`src/design/teq_pkg.sv`:
```
package teq_pkg;

  localparam int QUEUE_DEPTH = 32;
  localparam int CNT_W       = $clog2(QUEUE_DEPTH + 1);

  localparam logic [1:0] OP_SCHEDULE = 2'd0;
  localparam logic [1:0] OP_CANCEL   = 2'd1;
  localparam logic [1:0] OP_SERVICE  = 2'd2;
  localparam logic [1:0] OP_CLEAR    = 2'd3;

  localparam logic [2:0] KIND_FIRED     = 3'd0;
  localparam logic [2:0] KIND_SCHEDULED = 3'd1;
  localparam logic [2:0] KIND_FULL      = 3'd2;
  localparam logic [2:0] KIND_CANCELLED = 3'd3;
  localparam logic [2:0] KIND_CLEARED   = 3'd4;
  localparam logic [2:0] KIND_DONE      = 3'd5;
  localparam logic [2:0] KIND_IGNORED   = 3'd6;

  localparam logic [2:0] MODE_HOLD   = 3'd0;
  localparam logic [2:0] MODE_INSERT = 3'd1;
  localparam logic [2:0] MODE_REMOVE = 3'd2;
  localparam logic [2:0] MODE_SHIFT  = 3'd3;
  localparam logic [2:0] MODE_CLEAR  = 3'd4;

  typedef struct packed {
    logic        valid;
    logic [31:0] due;
    logic [15:0] obj;
    logic [7:0]  evt;
    logic [31:0] payload;
  } entry_t;

  typedef struct packed {
    logic [2:0]  mode;
    entry_t      ins;
    logic [15:0] obj;
    logic [7:0]  evt;
    logic        any;
  } cell_ctl_t;

endpackage

```
`src/design/teq_cell.sv`:
```
module teq_cell
  import teq_pkg::*;
(
  input  logic      clk,
  input  logic      rst_n,
  input  cell_ctl_t ctl,
  input  entry_t    left_i,
  input  entry_t    right_i,
  input  logic      g_prev_i,
  input  logic      kill_prev_i,
  output entry_t    entry_o,
  output logic      g_o,
  output logic      kill_o
);

  entry_t entry_r;
  entry_t entry_nxt;

  assign g_o    = !entry_r.valid || ($signed(entry_r.due) > $signed(ctl.ins.due));
  assign kill_o = kill_prev_i || (entry_r.valid && (entry_r.obj == ctl.obj) &&
                                  (ctl.any || (entry_r.evt == ctl.evt)));
  assign entry_o = entry_r;

  always_comb begin
    entry_nxt = entry_r;
    unique case (ctl.mode)
      MODE_INSERT: begin
        if (g_o && !g_prev_i) begin
          entry_nxt = ctl.ins;
        end else if (g_o && g_prev_i) begin
          entry_nxt = left_i;
        end
      end
      MODE_REMOVE: begin
        if (kill_o) begin
          entry_nxt = right_i;
        end
      end
      MODE_SHIFT: entry_nxt = right_i;
      MODE_CLEAR: entry_nxt.valid = 1'b0;
      default:    entry_nxt = entry_r;
    endcase
  end

  always_ff @(posedge clk) begin
    if (!rst_n) begin
      entry_r.valid <= 1'b0;
    end else begin
      entry_r.valid <= entry_nxt.valid;
    end
    entry_r.due     <= entry_nxt.due;
    entry_r.obj     <= entry_nxt.obj;
    entry_r.evt     <= entry_nxt.evt;
    entry_r.payload <= entry_nxt.payload;
  end

endmodule

```
`config.mk`:
```
export PLATFORM = sky130hd
export DESIGN_NAME = teq_cell
export DESIGN_NICKNAME = d
export VERILOG_FILES = /design/src/design/teq_pkg.sv /design/src/design/teq_cell.sv
export SDC_FILE = /design/constraint.sdc
export NUM_CORES = 1
export LEC_CHECK = 0
export BUFFER_PORTS_ARGS = -buffer_cell sky130_fd_sc_hd__buf_2
export CORE_AREA = 5 5 149 151
export DETAILED_ROUTE_END_ITERATION = 7
export DIE_AREA = 0 0 154 156
export GPL_ROUTABILITY_DRIVEN = 0
export PLACE_DENSITY_LB_ADDON = 0.25
export SYNTH_ARGS = -nofsm -noshare
export SYNTH_HDL_FRONTEND = slang
export SYNTH_SLANG_ARGS = --single-unit
```
`constraint.sdc`:
```
create_clock -name clk -period 25.2 [get_ports clk]
set_input_delay 3.78 -clock clk [delete_from_list [all_inputs] [get_ports clk]]
set_output_delay 3.78 -clock clk [all_outputs]
set_load 0.1 [all_outputs]
```
==> metrics.md <==
| Metric | Value |
|---|---|
| Lkg Pwr | `3.73 nW` |
| Wirelength, routed | `24.9 mm` |
| Final Setup Violations | `0` |
| Cells resized by post-CTS repair | `0` |
| Core ar. | `20,700 um2` |
| Full die area | `24,000 um2` |
| Tcrit/Tclk final | `0.452` |
| Crit-path most repeated cell | `buf_2` |
| Hold path startpoint | `entry_o[88]$_SDFFE_PN0P_` |
| Fillers | `2,174` |
| Top-area cell type share of the netlist area | `0.442` |
| Yosys warning count | `0` |
| Vias | `6,599` |
| Routed vias/inst | `5.11` |
| Cts hold-fix bufs | `0` |
| Layout Utilization | `0.402` |
| Final #Nets | `1,341` |
| Worst Setup SP | `ctl[108]` |
| Clk sinks | `89` |
| Net Sw Power | `0.205 mW` |
| Post-Syn Area | `5970 um2` |
| Worst Skew | `0.0101 ns` |
| Final count of hold timing violations | `0` |
| CP startpoint kind | `primary input` |
| Width of the die | `154 um` |
| Flop pwr share | `0.358` |
| Commonest cells post-synth | `a21oi_1 (100), nor2_1 (90), a31oi_1 (89)` |
| Unrepaired setup endpoints after global routing | `false` |
| Clk buf depth | `2` |
| WP buf/inv | `4` |
| Switching fraction of total power | `0.395` |
| Max-slew headroom | `0.274` |
| Max frequency | `87.7 MHz` |
| Drt initial violations | `382` |
| Post-Syn Area per Cell | `9.02 um2` |
| Post-synth EDFFs | `88` |
| Die Y | `156 um` |
| Largest register FFs | `89` |
| Initial Util | `0.289` |
| Crit path cell chain | `buf_2 -> inv_1 -> ha_1 -> nand4_1 -> or4_4 -> o2111ai_1 -> o2111a_4 -> clkinv_4 -> buf_2` |
| Status | `finished clean` |
| CP Capture Type | `output pin` |
| CTS tree | `yes` |
| I/O pins | `390` |
| Combinational Power Share | `0.363` |
| Area Growth Syn to Fin | `39.2%` |
| Pin count of the biggest net entering global routing | `92` |
| Max-cap viol count | `0` |
| Cells after Synth | `662` |
| Global-route wire length before repair | `36.5 mm` |
| Grt ovf | `0` |
| Worst-Skew Late Latency | `0.34 ns` |
| Total Power | `0.519 mW` |
| WS Path Type | `in -> out` |
| # rows | `53` |
| Clock root buffer | `clkbuf_16` |
| Drt wl/cell | `19.3 um` |
| Post-detail-place hpwl | `18.4 mm` |
| Slowest CP cell | `o2111a_4` |
| Slowest Stage Delay on Critical Path | `0.87 ns` |
| Yosys cell types | `43` |
| Ys async rst share | `0` |
| Antenna-violating nets left | `0` |
| Worst R2R Start | `entry_o[83]$_DFFE_PP_` |
| Syn_nets | `993` |
| Worst vdd ir | `0.0295 mV` |
| Clock share of power | `0.279` |
| Total GRT Usage | `0.193` |
| Max Fanout on Critical Path | `91` |
| Top cells by area, synth | `edfxtp_1 (44%), a31oi_1 (9.3%), a21oi_1 (8.4%)` |
| Synth area leader | `edfxtp_1` |
| # H-tree levels | `3` |
| Cell area after layout | `8320 um2` |
| Final number of max-transition violations | `0` |
| Clock transition at path regs | `0.06 ns` |
| Layout cells sized above 1 | `0.410` |
| Top-count cell post-synth | `a21oi_1` |
| Pint | `0.314 mW` |
| CTS buffer count | `9` |
| Multi-input gate area | `2880 um2` |
| Initial antenna violation count | `4` |
| Port bufs | `389` |
| Sequential cell area | `2660 um2` |
| DRT Pass-1 Iters | `5` |
| Cell Area, Placed | `8000 um2` |
| WP data arrival | `7.62 ns` |
| Post-CTS Repair Setup Buffers | `0` |
| Setup TNS | `0 ns` |
| Fin crit period | `11.40 ns` |
| DRC | `0` |
| Post-synthesis sequential area ratio | `0.446` |
| Vias in the first global route | `6,548` |
| Top FF cell, synth | `edfxtp_1` |
| Top delay family on crit path | `buffers and inverters` |
| P per Cell Area | `62.4 nW/um2` |
| Required time of the critical path | `21.42 ns` |
| Tightest Pin Transition | `1.09 ns` |
| Seq cells post-synth | `89` |
| Worst min path class | `reg -> reg` |
## stage by stage
step	setup slack, ns	hold slack (ns)	std cells
floorplan	14.27	1.08	662
global placement	13.79	0.757	1274
detailed placement	13.77	0.765	1274
CTS	13.78	0.774	1289
global route	13.57	0.838	1290
finish	13.80	0.758	1291
## power by group through the flow
stage,registers [mW],clock network [mW],logic [mW]
2_1_floorplan,0.271,0,0.0571
3_3_place_gp,0.189,0,0.188
3_5_place_dp,0.189,0,0.189
4_1_cts,0.186,0.151,0.189
5_1_grt,0.187,0.156,0.201
6_report,0.186,0.145,0.188
## layout make-up
type / instances / share of cell area
clock inverters: 5 / 0.00978
flip-flops and latches: 89 / 0.320
multi-input cells: 481 / 0.346
diodes: 2 / 0.000602
repair buffers: 394 / 0.239
inverters: 35 / 0.0164
well taps: 275 / 0.0414
clock buffers: 10 / 0.0275
## kinds of logic after synthesis
family / count (synthesis) / synth area share
AOI/OAI and AO/OA: 303 / 0.286
and+or+nand+nor: 122 / 0.0884
buffers and inverters: 92 / 0.0773
DFF: 89 / 0.446
adders and majority gates: 32 / 0.0670
xor gates and xnor gates: 24 / 0.0352
## cell usage in the layout (no fill, tap or decap), types with 8 or more instances in the layout
cell,count
nor2_1,90
edfxtp_1,88
clkbuf_16,9
buf_2,389
o21ai_0,79
xnor2_1,18
ha_1,32
a21oi_1,99
inv_1,33
o21ai_1,14
a31oi_1,89
nand4_1,8
## layer usage
layer  share of wire  track usage
met1            0.41        0.240
met2            0.48        0.323
met3           0.089       0.0602
met4           0.020       0.0572
met5          0.0014            0
## worst register-to-register path, cell delays in order, from the launching register on
cell      delay [ns]
edfxtp_1        0.41
ha_1            0.33
nand4_1         0.25
or4_4           0.60
or3_1           0.39
a211o_1         0.25
o2111a_4        0.44
clkinv_4        0.70
nand2_1         0.25
a21oi_4         0.66
buf_4           0.82
## worst paths after layout
path / to / slack (ns) / depth (start not counted)
max: g_o / 13.80 / 9
min: entry_o[88]$_SDFFE_PN0P_ / 0.76 / 4
max reg2reg: entry_o[23]$_DFFE_PP_ / 19.63 / 10
min reg2reg: entry_o[88]$_SDFFE_PN0P_ / 0.76 / 4
Power figures use the tool's default switching activity.
