===== src/design/teq_pkg.sv =====
package teq_pkg;

  localparam int QUEUE_DEPTH = 32;
  localparam int CNT_W       = $clog2(QUEUE_DEPTH + 1);

  localparam logic [1:0] OP_SCHEDULE = 2'd0;
  localparam logic [1:0] OP_CANCEL   = 2'd1;
  localparam logic [1:0] OP_SERVICE  = 2'd2;
  localparam logic [1:0] OP_CLEAR    = 2'd3;

  localparam logic [2:0] KIND_FIRED     = 3'd0;
  localparam logic [2:0] KIND_SCHEDULED = 3'd1;
  localparam logic [2:0] KIND_FULL      = 3'd2;
  localparam logic [2:0] KIND_CANCELLED = 3'd3;
  localparam logic [2:0] KIND_CLEARED   = 3'd4;
  localparam logic [2:0] KIND_DONE      = 3'd5;
  localparam logic [2:0] KIND_IGNORED   = 3'd6;

  localparam logic [2:0] MODE_HOLD   = 3'd0;
  localparam logic [2:0] MODE_INSERT = 3'd1;
  localparam logic [2:0] MODE_REMOVE = 3'd2;
  localparam logic [2:0] MODE_SHIFT  = 3'd3;
  localparam logic [2:0] MODE_CLEAR  = 3'd4;

  typedef struct packed {
    logic        valid;
    logic [31:0] due;
    logic [15:0] obj;
    logic [7:0]  evt;
    logic [31:0] payload;
  } entry_t;

  typedef struct packed {
    logic [2:0]  mode;
    entry_t      ins;
    logic [15:0] obj;
    logic [7:0]  evt;
    logic        any;
  } cell_ctl_t;

endpackage


===== src/design/teq_ctrl.sv =====
module teq_ctrl
  import teq_pkg::*;
(
  input  logic             clk,
  input  logic             rst_n,
  input  logic             start,
  output logic             busy,
  input  logic [1:0]       in_op,
  input  logic [15:0]      in_object_id,
  input  logic [7:0]       in_event_id,
  input  logic             in_cancel_any_event,
  input  logic [31:0]      in_payload_handle,
  input  logic [31:0]      in_delay,
  input  logic [31:0]      in_now,
  input  logic             cfg_valid,
  output logic             cfg_ready,
  input  logic             cfg_data,
  input  entry_t           head,
  input  logic             full,
  input  logic             any_kill,
  output cell_ctl_t        ctl,
  output logic             out_valid,
  output logic [2:0]       out_kind,
  output logic [15:0]      out_object,
  output logic [7:0]       out_event,
  output logic [31:0]      out_payload,
  output logic [31:0]      out_due_time,
  output logic [CNT_W-1:0] out_count,
  output logic             out_last
);

  localparam logic [1:0] ST_IDLE = 2'd0;
  localparam logic [1:0] ST_SVC  = 2'd1;
  localparam logic [1:0] ST_CAN  = 2'd2;

  logic [1:0]       state_r, state_nxt;
  logic             enabled_r;
  logic [15:0]      obj_r, obj_nxt;
  logic [7:0]       evt_r, evt_nxt;
  logic             any_r, any_nxt;
  logic [31:0]      now_r, now_nxt;
  logic [CNT_W-1:0] cnt_r, cnt_nxt;

  logic             ov_r, ov_nxt;
  logic [2:0]       kind_r, kind_nxt;
  logic [15:0]      oobj_r, oobj_nxt;
  logic [7:0]       oevt_r, oevt_nxt;
  logic [31:0]      opay_r, opay_nxt;
  logic [31:0]      odue_r, odue_nxt;
  logic [CNT_W-1:0] ocnt_r, ocnt_nxt;
  logic             olast_r, olast_nxt;

  logic             accept;
  logic [31:0]      due_new;
  logic             fire;

  assign busy      = (state_r != ST_IDLE);
  assign accept    = start && !busy;
  assign cfg_ready = 1'b1;
  assign due_new   = in_now + in_delay;
  assign fire      = head.valid && !($signed(head.due) > $signed(now_r));

  always_comb begin
    state_nxt = state_r;
    obj_nxt   = obj_r;
    evt_nxt   = evt_r;
    any_nxt   = any_r;
    now_nxt   = now_r;
    cnt_nxt   = cnt_r;
    ov_nxt    = 1'b0;
    kind_nxt  = KIND_IGNORED;
    oobj_nxt  = '0;
    oevt_nxt  = '0;
    opay_nxt  = '0;
    odue_nxt  = '0;
    ocnt_nxt  = '0;
    olast_nxt = 1'b0;

    ctl.mode        = MODE_HOLD;
    ctl.ins.valid   = 1'b1;
    ctl.ins.due     = due_new;
    ctl.ins.obj     = in_object_id;
    ctl.ins.evt     = in_event_id;
    ctl.ins.payload = in_payload_handle;
    ctl.obj         = obj_r;
    ctl.evt         = evt_r;
    ctl.any         = any_r;

    unique case (state_r)
      ST_IDLE: begin
        if (accept) begin
          cnt_nxt   = '0;
          olast_nxt = 1'b1;
          priority if (in_op == OP_CLEAR) begin
            ctl.mode = MODE_CLEAR;
            ov_nxt   = 1'b1;
            kind_nxt = KIND_CLEARED;
          end else if (in_op == OP_SERVICE) begin
            now_nxt   = in_now;
            state_nxt = ST_SVC;
          end else if (!enabled_r) begin
            ov_nxt   = 1'b1;
            kind_nxt = KIND_IGNORED;
          end else if (in_op == OP_SCHEDULE) begin
            ov_nxt = 1'b1;
            if (full) begin
              kind_nxt = KIND_FULL;
            end else begin
              ctl.mode = MODE_INSERT;
              kind_nxt = KIND_SCHEDULED;
              odue_nxt = due_new;
            end
          end else begin
            obj_nxt   = in_object_id;
            evt_nxt   = in_event_id;
            any_nxt   = in_cancel_any_event;
            state_nxt = ST_CAN;
          end
        end
      end
      ST_SVC: begin
        ov_nxt = 1'b1;
        if (fire) begin
          ctl.mode = MODE_SHIFT;
          cnt_nxt  = cnt_r + 1'b1;
          kind_nxt = KIND_FIRED;
          oobj_nxt = head.obj;
          oevt_nxt = head.evt;
          opay_nxt = head.payload;
          odue_nxt = head.due;
        end else begin
          kind_nxt  = KIND_DONE;
          ocnt_nxt  = cnt_r;
          olast_nxt = 1'b1;
          state_nxt = ST_IDLE;
        end
      end
      ST_CAN: begin
        if (any_kill) begin
          ctl.mode = MODE_REMOVE;
          cnt_nxt  = cnt_r + 1'b1;
        end else begin
          ov_nxt    = 1'b1;
          kind_nxt  = KIND_CANCELLED;
          ocnt_nxt  = cnt_r;
          olast_nxt = 1'b1;
          state_nxt = ST_IDLE;
        end
      end
      default: state_nxt = ST_IDLE;
    endcase
  end

  always_ff @(posedge clk) begin
    if (!rst_n) begin
      state_r   <= ST_IDLE;
      enabled_r <= 1'b0;
      ov_r      <= 1'b0;
      cnt_r     <= '0;
    end else begin
      state_r <= state_nxt;
      ov_r    <= ov_nxt;
      cnt_r   <= cnt_nxt;
      if (cfg_valid && cfg_ready) begin
        enabled_r <= cfg_data;
      end
    end
  end

  always_ff @(posedge clk) begin
    obj_r   <= obj_nxt;
    evt_r   <= evt_nxt;
    any_r   <= any_nxt;
    now_r   <= now_nxt;
    kind_r  <= kind_nxt;
    oobj_r  <= oobj_nxt;
    oevt_r  <= oevt_nxt;
    opay_r  <= opay_nxt;
    odue_r  <= odue_nxt;
    ocnt_r  <= ocnt_nxt;
    olast_r <= olast_nxt;
  end

  assign out_valid    = ov_r;
  assign out_kind     = kind_r;
  assign out_object   = oobj_r;
  assign out_event    = oevt_r;
  assign out_payload  = opay_r;
  assign out_due_time = odue_r;
  assign out_count    = ocnt_r;
  assign out_last     = olast_r;

endmodule

===== config.mk =====
export PLATFORM = sky130hd
export DESIGN_NAME = teq_ctrl
export DESIGN_NICKNAME = d
export VERILOG_FILES = /design/src/design/teq_pkg.sv /design/src/design/teq_ctrl.sv
export SDC_FILE = /design/constraint.sdc
export NUM_CORES = 1
export LEC_CHECK = 0
export BUFFER_PORTS_ARGS = -buffer_cell sky130_fd_sc_hd__buf_2
export CAP_MARGIN = 40
export CORE_AREA = 2 2 170 172
export CTS_BUF_LIST = sky130_fd_sc_hd__clkbuf_16
export CTS_CLUSTER_DIAMETER = 100
export CTS_CLUSTER_SIZE = 30
export DETAILED_ROUTE_END_ITERATION = 16
export DIE_AREA = 0 0 172 174
export PLACE_DENSITY = 0.56
export SETUP_SLACK_MARGIN = 0.2
export SLEW_MARGIN = 20
export SYNTH_ARGS = -nofsm -noshare
export SYNTH_HDL_FRONTEND = slang
export SYNTH_SLANG_ARGS = --single-unit

===== constraint.sdc =====
create_clock -name clk -period 3.7 [get_ports clk]
set_input_delay 0.74 -clock clk [delete_from_list [all_inputs] [get_ports clk]]
set_output_delay 0.74 -clock clk [all_outputs]
set_load 0.01 [all_outputs]

==> results of run 1 <==
## flip-flops by register name (all words and copies together) (netlist names)
signal        flops
out_event         8
out_kind          3
out_valid         1
cnt_r             6
out_payload      32
out_object       16
evt_r             8
obj_r            16
now_r            32
any_r             1
out_due_time     32
out_count         6
out_last          1
enabled_r         1
state_r           2
## cells by family (layout without fill, tap and decap cells)
logic type,Yosys count,after routing,synth area share (%)
buf+inv,127,534,8.82
fa+ha+maj,69,69,10.9
flops,165,165,48.4
mux,5,5,0.625
xor+xnor,28,28,3.06
simple gates,188,188,13.5
other cells,1,3,0.0468
compound gates,169,169,14.7
## per-layer routing
| layer | vias to the layer above | part of all wire, % | GRT usage, % |
|---|---|---|---|
| met3 | 50 | 7.4 | 3.76 |
| li1 | 3394 | - | - |
| met5 | - | 0.052 | 0 |
| met1 | 3170 | 41 | 18.9 |
| met2 | 253 | 49 | 28.0 |
| met4 | 2 | 2.1 | 5.43 |
## final cells by class
| class | instances | area [µm²] |
|---|---|---|
| Multi-Input combinational cell | 461 | 4150 |
| Antenna cell | 1 | 2.50 |
| Inverter | 46 | 173 |
| Timing Repair Buffer | 456 | 2620 |
| Sequential cell | 165 | 3870 |
| Fill cell | 2806 | 16400 |
| Tap cell | 384 | 480 |
| Clock inverter | 14 | 129 |
| Clock buffer | 18 | 450 |
## synth_stat cells, drive strengths merged (8+ instances only)
cell / count
dfxtp: 108
ha: 68
buf: 66
and2: 58
edfxtp: 57
inv: 46
a21oi: 39
a22o: 32
nand2: 28
o21ai: 28
a21o: 23
nor2: 22
xnor2: 18
clkbuf: 15
nand3: 13
nor3b: 10
xor2: 10
and3: 9
nor2b: 9
a211oi: 8
## worst max-delay path, delay by kind of cell
family          cells  cell delay (ps)
fa+ha+maj           2              520
xor+xnor            1              210
simple gates        1              240
compound gates      6             1260
buf+inv             2              270
## metrics by stage
| step | setup TNS, ps | area [µm²] | setup WS [ps] | instances |
|---|---|---|---|---|
| floorplan | 0 | 8040 | 100 | 753 |
| global placement | -3010 | 10400 | -356 | 1495 |
| detailed placement | -3090 | 10400 | -403 | 1495 |
| CTS | -1350 | 11400 | -285 | 1533 |
| global route | -2150 | 11900 | -403 | 1545 |
| finish | -1470 | 11900 | -299 | 1545 |
## worst min-delay path by stage
stage	startpoint	slack [ps]	end	cells after the start
finish	in_cancel_any_event	490	any_r	1
detailed placement	cnt_r[5]	490	out_count[5]	1
global placement	cnt_r[5]	470	cnt_r[5]	2
CTS	in_cancel_any_event	460	any_r	1
floorplan	cnt_r[5]	450	cnt_r[5]	2
global route	in_cancel_any_event	460	any_r	1
## power groups by stage
stage	combinational, mW	sequential [mW]	clock (mW)
finish	1.25	1.96	1.77
global route	1.36	1.97	1.90
CTS	1.14	1.96	1.84
floorplan	0.589	2.02	0
global placement	1.05	2.00	0
detailed placement	1.05	2.00	0
## repair_timing
item / CTS / global route
endpoints found under the hold margin: 0 / 0
gates cloned: 0 / 0
pin swaps: 29 / 45
endpoints found under the setup margin: 21 / 22
buffers inserted: 6 / 11
resized for setup: 64 / 72
==> results.txt, run 1 <==
CTS Hold Buffers Added: 0
number of global-route vias before repair: 6758
Worst Setup Start Kind: input pin
fmax: 0.250 GHz
crit path to: ctl[105]
routed vias/inst: 4.45
Post-synth EDFFs: 57
synth unique cells: 63
commonest non-fill, non-tap cell in the layout: buf_2
die width: 172 µm
CTS sink count: 165
layout cells sized above 1: 50.3%
clock slew at reported path FFs: 70 ps
slew at the pin closest to its max-slew limit: 614 ps
drt first pass iters: 5
switching pwr: 1.51 mW
Mapped Area: 0.00801 mm²
effective utilization at floorplan: 28.4%
Placement Rows: 62
yosys warns: 0
maximum vdd drop: 0.237 mV
top post-synthesis cells by area: dfxtp_1 (27%), edfxtp_1 (21%), ha_1 (11%)
Final Hold Viols: 0
Routability Congestion: 0.851
beginning of the critical path: in_now[0]
Critical Path Max Stage Delay: 360 ps
die area: 0.0299 mm²
final period utilization: 108%
Async SR Flop Fraction: 0%
total core area: 0.0282 mm²
wire length per cell: 16.1 µm
Reg power frac: 39.3%
min-delay worst type: input pin to flop
Lkg Pwr: 5.71 nW
Area growth syn-to-layout: 48.4%
fin util: 42.1%
final number of max-transition violations: 0
failing checks: setup timing
Num CTS Buffers: 17
Worst-Skew Late Latency: 430 ps
Nets: 1435
IO Count: 437
leading area contributor after synthesis: dfxtp_1
P_int: 3.48 mW
sequential-to-total area share from yosys stat: 48.4%
worst-path cell chain: buf_6 -> ha_4 -> fa_2 -> a211oi_2 -> o21bai_2 -> a32o_2 -> or2_4 -> a311o_1 -> a211oi_2 -> o21ai_1 -> xor2_1 -> buf_2
most frequent cells in the layout: buf_2 (356), dfxtp_1 (108), buf_4 (80)
Synth Instances: 752
WP data required: 2960 ps
final worst setup slack: -299 ps
H-tree depth: 4
CTS Buffer Depth: 2
final hold slack: 492 ps
largest net degree at the start of global routing: 90
GRT Util Overall: 15.9%
total wire length: 24900 µm
Logic pwr share: 25.0%
origin of the critical flop-to-flop path: now_r[25]
final global-route overflow total: 0
Worst R2R End: out_due_time[12]
slew margin rel.: 58.9%
RSZ-0062 raised after global routing: yes
first-pass GRT wire length: 36700 µm
Max FO, Critical Path: 3
Slowest-stage cell, CP: fa_2
# Max-Cap Violations: 0
initial antenna violation count: 2
Top FF cell, synth: dfxtp_1
Pwr per Cell Area: 419 mW/mm²
sw frac: 30.2%
IO Port Bufs: 370
syn avg cell area: 10.7 µm²
status: finished with violations
first-iteration detailed-routing DRC count: 292
Worst Skew: 18.1 ps
Worst path most repeated cell: a211oi_2
CP arrival: 3260 ps
r2r worst-path depth: 12
#FFs+latches synth: 165
Clk pwr share: 35.6%
WS Path Type: input pin to output pin
die height: 174 µm
TritonCTS clock tree: done
Post-DRT Antenna Nets: 0
DR vias: 6869
HPWL Detailed: 18900 µm
Synth top area share: 27.0%
total power: 4.98 mW
Reg2Reg Setup Slack: 930 ps
Root Driver: clkbuf_16
DRC: 0
endpoint class of the critical path: output pin
Period minus WS final: 4000 ps
endpoints failing setup: 6
Note: power is estimated with default switching activity, not from simulation.
==> run 2: changes to the inputs <==
- BUFFER_PORTS_ARGS: -buffer_cell sky130_fd_sc_hd__buf_2 -> default
- CORE_AREA: 2 2 170 172 -> 2 2 168 170
- DIE_AREA: 0 0 172 174 -> 0 0 170 172
- DONT_BUFFER_PORTS: default -> 1
- PLACE_DENSITY: 0.56 -> 0.43
==> run 2 against run 1 <==
Against the previous run: the flow still finishes with violations (setup timing); total power shrank 5.7%; cell count shrank 28%; register-to-register slack worse by 290 ps; die area shrank 2.3%; highest routed layer unchanged.
==> results.txt, run 2 (same netlist as run 1, synthesis figures left out) <==
status: finished with violations
failing checks: setup timing
beginning of the critical path: in_delay[0]
die area: 0.0292 mm² (-2.3%)
Worst Setup Start Kind: input pin
Max FO, Critical Path: 3 (unchanged)
final number of max-transition violations: 0 (unchanged)
origin of the critical flop-to-flop path: now_r[31]
Final Hold Viols: 0 (unchanged)
IO Port Bufs: 0 (-100%)
GRT Util Overall: 15.3% (-0.60 points)
Pwr per Cell Area: 495 mW/mm² (+18%)
Routability Congestion: 0.821 (-3.6%)
DRC: 0 (unchanged)
diode count: 0 (-1)
min-delay worst type: input pin to flop
Nets: 1043 (-27%)
die height: 172 µm (-1.1%)
endpoints failing setup: 5 (-1)
Worst Skew: 12.7 ps (-5.33 ps)
Area growth syn-to-layout: 18.4%
clock slew at reported path FFs: 80 ps (about the same)
HPWL Detailed: 18200 µm (-3.9%)
CTS Buffer Depth: 2 (unchanged)
slew at the pin closest to its max-slew limit: 567 ps (-46.9 ps)
CTS sink count: 165 (unchanged)
TritonCTS clock tree: done
first-iteration detailed-routing DRC count: 245 (-16%)
final worst setup slack: -145 ps (+154 ps)
total power: 4.70 mW (-5.7%)
routed vias/inst: 4.93 (+11%)
total core area: 0.0275 mm² (-2.7%)
DR vias: 5497 (-20%)
r2r worst-path depth: 12 (unchanged)
Post-DRT Antenna Nets: 0 (unchanged)
H-tree depth: 4 (unchanged)
total wire length: 23200 µm (-6.7%)
final global-route overflow total: 0 (unchanged)
initial antenna violation count: 2 (unchanged)
setup slack at placement: -230 ps (+173 ps)
layout cells sized above 1: 21.5% (-29 points)
# Max-Cap Violations: 0 (unchanged)
crit path to: ctl[105]
final period utilization: 104% (-4.2 points)
fillers: 2716 (-3.2%)
die width: 170 µm (-1.2%)
Reg2Reg Setup Slack: 640 ps (-290 ps)
Lkg Pwr: 3.93 nW (-31%)
WS Path Type: input pin to output pin
first-pass GRT wire length: 33100 µm (-9.6%)
drt first pass iters: 4 (-1)
largest net degree at the start of global routing: 50 (-44%)
fmax: 0.260 GHz (+4.0%)
Num CTS Buffers: 17 (unchanged)
Placement Rows: 61 (-1.6%)
RSZ-0062 raised after global routing: yes
most frequent cells in the layout: dfxtp_1 (108), buf_4 (60), ha_1 (59)
maximum vdd drop: 0.241 mV (+1.6%)
endpoint class of the critical path: output pin
slew margin rel.: 62.2% (+3.3 points)
IO Count: 437 (unchanged)
WP data required: 2960 ps (about the same)
Period minus WS final: 3850 ps (-154 ps)
Worst-Skew Late Latency: 440 ps (about the same)
Root Driver: clkbuf_16
Worst R2R End: state_r[0]
effective utilization at floorplan: 29.2% (+0.79 points)
CP arrival: 3110 ps (-150 ps)
commonest non-fill, non-tap cell in the layout: dfxtp_1
number of global-route vias before repair: 5584 (-17%)
wire length per cell: 20.9 µm (+29%)
-- run 2: changes by cell type in the layout (fill, tap and decap cells not counted), moves of 6 or more --
cell     previous run  this run
buf_2             356         0
ha_4               19         8
a21oi_1            26        33
buf_6              17         4
buf_4              80        60
a21oi_2            11         5
ha_1               49        59
-- run 2: worst min path at each step --
stage / start / to / depth (start not counted)
after global routing: in_now[28] / now_r[28] / 0
after floorplan: cnt_r[5] / cnt_r[5] / 2
after detailed placement: cnt_r[5] / cnt_r[5] / 2
final: in_now[28] / now_r[28] / 0
after CTS: in_now[28] / now_r[28] / 0
after global placement: cnt_r[5] / cnt_r[5] / 2
-- run 2: per-layer routing --
layer  vias up  global-route usage (%)  routed length, µm
met5         -                       0                  8
met1      2581                    15.4               8390
met3        39                    5.13               1850
li1       2616                       -                  -
met2       259                    29.4              12400
met4         2                    5.54                575
-- run 2: cell type report --
type,count,area (µm²),area share (%)
Multi-Input combinational cell,461,3890,41.0
Sequential cell,165,3870,40.8
Timing Repair Buffer,64,495,5.22
Tap cell,346,433,4.56
Clock buffer,17,425,4.48
Clock inverter,15,199,2.10
Inverter,46,173,1.82
-- run 2: what timing repair did --
action / in CTS / in global routing
pin swaps: 18 / 22
endpoints found under the setup margin: 18 / 17
resized for setup: 37 / 37
buffers inserted: 7 / 3
hold buffers: 0 / 0
-- run 2: per-stage QoR --
step	TNS, ps	hold slack (ps)	cells	instance area, µm²	util, %
after floorplan	0	451	753	8040	-
after global placement	-953	475	1072	8370	30.5
after detailed placement	-1430	478	1072	8370	30.5
after CTS	-449	365	1111	9260	33.7
after global routing	-873	361	1114	9490	34.5
final	-432	392	1114	9490	34.5
-- run 2: critical path, cell delays in order --
cell and delay [ps]:
ha_4 140, fa_2 360, a211oi_2 220, o21bai_2 120, a32o_2 280, or2_4 250
a311o_1 340, a211oi_2 220, o21ai_1 110, xor2_1 170, buf_4 150
-- run 2: report_power, final --
part | switching, mW | internal, mW
logic | 0.486 | 0.365
clock network | 0.920 | 0.938
registers | 0.0497 | 1.94
total | 1.46 | 3.24
